[src/sv/ttcw_ram.sv]
module ttcw_ram #(
	parameter int WIDTH = 8,
	parameter int DEPTH = 64
) (
	input  logic                     clk,
	input  logic                     we,
	input  logic [$clog2(DEPTH)-1:0] waddr,
	input  logic [WIDTH-1:0]         wdata,
	input  logic                     re,
	input  logic [$clog2(DEPTH)-1:0] raddr,
	output logic [WIDTH-1:0]         rdata
);

	logic [WIDTH-1:0] mem [DEPTH];

	always_ff @(posedge clk) begin
		if (we) begin
			mem[waddr] <= wdata;
		end
		if (re) begin
			rdata <= mem[raddr];
		end
	end

endmodule

[config.mk]
export PLATFORM = sky130hd
export DESIGN_NAME = ttcw_ram
export DESIGN_NICKNAME = d
export VERILOG_FILES = /design/src/sv/ttcw_ram.sv
export SDC_FILE = /design/constraint.sdc
export NUM_CORES = 1
export LEC_CHECK = 0
export ABC_AREA = 1
export ABC_CLOCK_PERIOD_IN_PS = 3860
export BUFFER_PORTS_ARGS = -buffer_cell sky130_fd_sc_hd__buf_2
export CAP_MARGIN = 20
export CORE_UTILIZATION = 61
export DETAILED_ROUTE_END_ITERATION = 6
export PLACE_DENSITY = 0.78
export SLEW_MARGIN = 10
export SYNTH_ARGS = -nofsm -noshare
export SYNTH_HDL_FRONTEND = slang
export SYNTH_SLANG_ARGS = --single-unit
export TNS_END_PERCENT = 30
[constraint.sdc]
create_clock -name clk -period 3.86 [get_ports clk]
set_input_delay 0.772 -clock clk [delete_from_list [all_inputs] [get_ports clk]]
set_output_delay 0.772 -clock clk [all_outputs]
set_load 0.005 [all_outputs]
==> impl_metrics.toml <==
[status]
status = "finished, final reports clean"

[global_routing]
grt_overflow_total = 0
grt_pass1_vias = 13700
grt_pass1_wl_um = 79400
grt_usage_pct = 29.5
grt_max_degree = 124
antenna_found_initial = 4

[flow_run]
maxCapViolations = 0

[synth]
synth_top_area_share_pct = 72.9
async_flop_share_pct = 0
ys_top_cells_by_count = "648 x nand2_1, 520 x edfxtp_1, 439 x nand3_1"
synth_top_cell_by_area = "edfxtp_1"
synth_most_common_cell = "nand2_1"
synth_cell_types = 15
synth_ff_type = "edfxtp_1"
ys_seq_area_share_pct = 72.9
syn_inst = 1805
synth_fp_nets = 1828
synth.area.top_cells = "edfxtp_1 73%, nand2_1 11%, nand3_1 10%"
synth_area_um2 = 21400
syn_avg_cell_area_um2 = 11.9
synth.yosys.warnings = 0
synth-edff-count = 520
synth_seq_cells = 520

[timing]
final_hold_viol_count = 0
clock.fmax_mhz = 427
tightest_slew_ps = 1150
slew_violations = 0
finalCriticalPeriod_ps = 2340
skew_ps = 39.5
hold_ws_ps = 533
setup_tns_ps = 0
min_period_over_period_pct = 60.7
finalSetupViolations = 0
rsz0062_at_grt = "false"
maxSlewHeadroom_pct = 23.5

[routing]
wire_per_inst_um = 22.2
first_iter_violations = 1857
drc = 0
dr.pass1.iters = 7
num_vias = 14400
viasPerCell = 6.12
totalWireLength_um = 52200
antenna_left = 0

[placement]
gp_congestion = 0.860
dp_hpwl_um = 29900
port_buffers = 30

[cts]
cts-hold-fix-buffers = 0
cts_setup_buffers = 0
cts_sinks = 520
worstSkewPairLatency_ps = 600
clk_pin_slew_worst_paths_ps = 60
ctsLongestPathBuffers = 3
htree_levels = 2
cts_tree = "done"
cts_made_buffers = 51
ctsResizeCount = 0
root_buffer = "clkbuf_16"

[floorplanning]
rows = 68
dieArea_um2 = 35900
initial_core_util_pct = 62.0
io-pin-count = 31
die_x_um = 189
die_height_um = 189
core_area_um2 = 34500

[power]
finalPower_mw = 11.8
leakagePower_nw = 8.59
powerDensity_nw_per_um2 = 499
worst_ir_drop_vdd_mv = 0.421

[critical_path]
slowest_stage = "nor2_1"
cp_max_fo = 9
cp_num_buf_inv = 2
critPathTopFamily = "simple AND/OR/NAND/NOR gates"
cp_cell_sequence = "buf_2 -> inv_1 -> nand4_1 -> nor2_1"
crit_type = "primary input to flip-flop"
cp.required_ps = 4060
max_stage_delay_ps = 800
start_kind = "primary input"
critPathCaptureType = "flip-flop"
cp.arrival_ps = 2540

[layout]
fillCellCount = 2381
drive_gt1_share_pct = 9.31
final_util_pct = 68.4
area_growth_syn_to_layout_pct = 10.3
finalNetCount = 1875

[min_path]
hp-class = "primary input to flip-flop"
==> logic make-up after synthesis <==
kind of cell	synth area share, %
flip-flops	72.9
AND/OR/NAND/NOR	23.1
buffers and inverters	4.01
==> per-stage QoR <==
step | setup WS [ps] | cell area (µm²) | cells
finish | 1520 | 23600 | 2347
global route | 1510 | 23600 | 2347
CTS | 1620 | 23600 | 2343
detailed placement | 1050 | 22000 | 2252
global placement | 1070 | 22000 | 2252
floorplan | 1320 | 21400 | 1805
==> power by group <==
group	switching, mW	internal [mW]
logic	0.546	0.183
registers	0.0151	6.26
clock network	2.04	2.72
==> layer usage <==
layer | wire, µm | global-route usage, % | up-vias
li1 | - | - | 6444
met1 | 19400 | 41.2 | 6847
met2 | 24800 | 46.2 | 923
met3 | 5980 | 5.76 | 140
met4 | 1970 | 11.5 | 2
met5 | 13 | 0 | -
==> sequential cells by signal, indices dropped and copies added (netlist names) <==
signal and cells:
mem 512, rdata 8
==> cells in the final DEF, fill, tap and decap left out <==
cell type / n
buf_12: 7
buf_16: 1
buf_2: 28
buf_4: 70
buf_6: 1
bufinv_16: 4
clkbuf_1: 12
clkbuf_16: 52
clkinv_1: 13
clkinv_2: 7
clkinv_4: 1
clkinv_8: 1
diode_2: 2
edfxtp_1: 520
inv_1: 9
inv_2: 1
inv_4: 1
inv_6: 2
nand2_1: 648
nand3_1: 439
nand4_1: 9
nor2_1: 56
nor4_1: 8
==> worst register-to-register path: cells and delay by family (launching register included) <==
kind | cells | cell delay [ps]
DFF | 1 | 360
and+or+nand+nor | 8 | 920
==> path summary, 6_finish.rpt <==
path	startpoint	to	slack [ps]	depth (start not counted)
min	re	rdata[6]	530	1
min reg2reg	mem[36][4]	rdata[4]	890	8
max	waddr[1]	mem[61][0]	1520	4
max reg2reg	mem[53][3]	rdata[3]	2340	8
==> final cells by class <==
cell class	instances	area, µm²	area share (%)
diodes	2	5.00	0.0212
clock buffers	64	1350	5.70
clock inverters	27	238	1.01
inverters	12	52.6	0.223
multi-input cells	1160	4950	20.9
flip-flops and latches	520	15600	66.1
well taps	455	569	2.41
repair buffers	107	845	3.58
No activity file was read; power rests on OpenSTA's default activity.
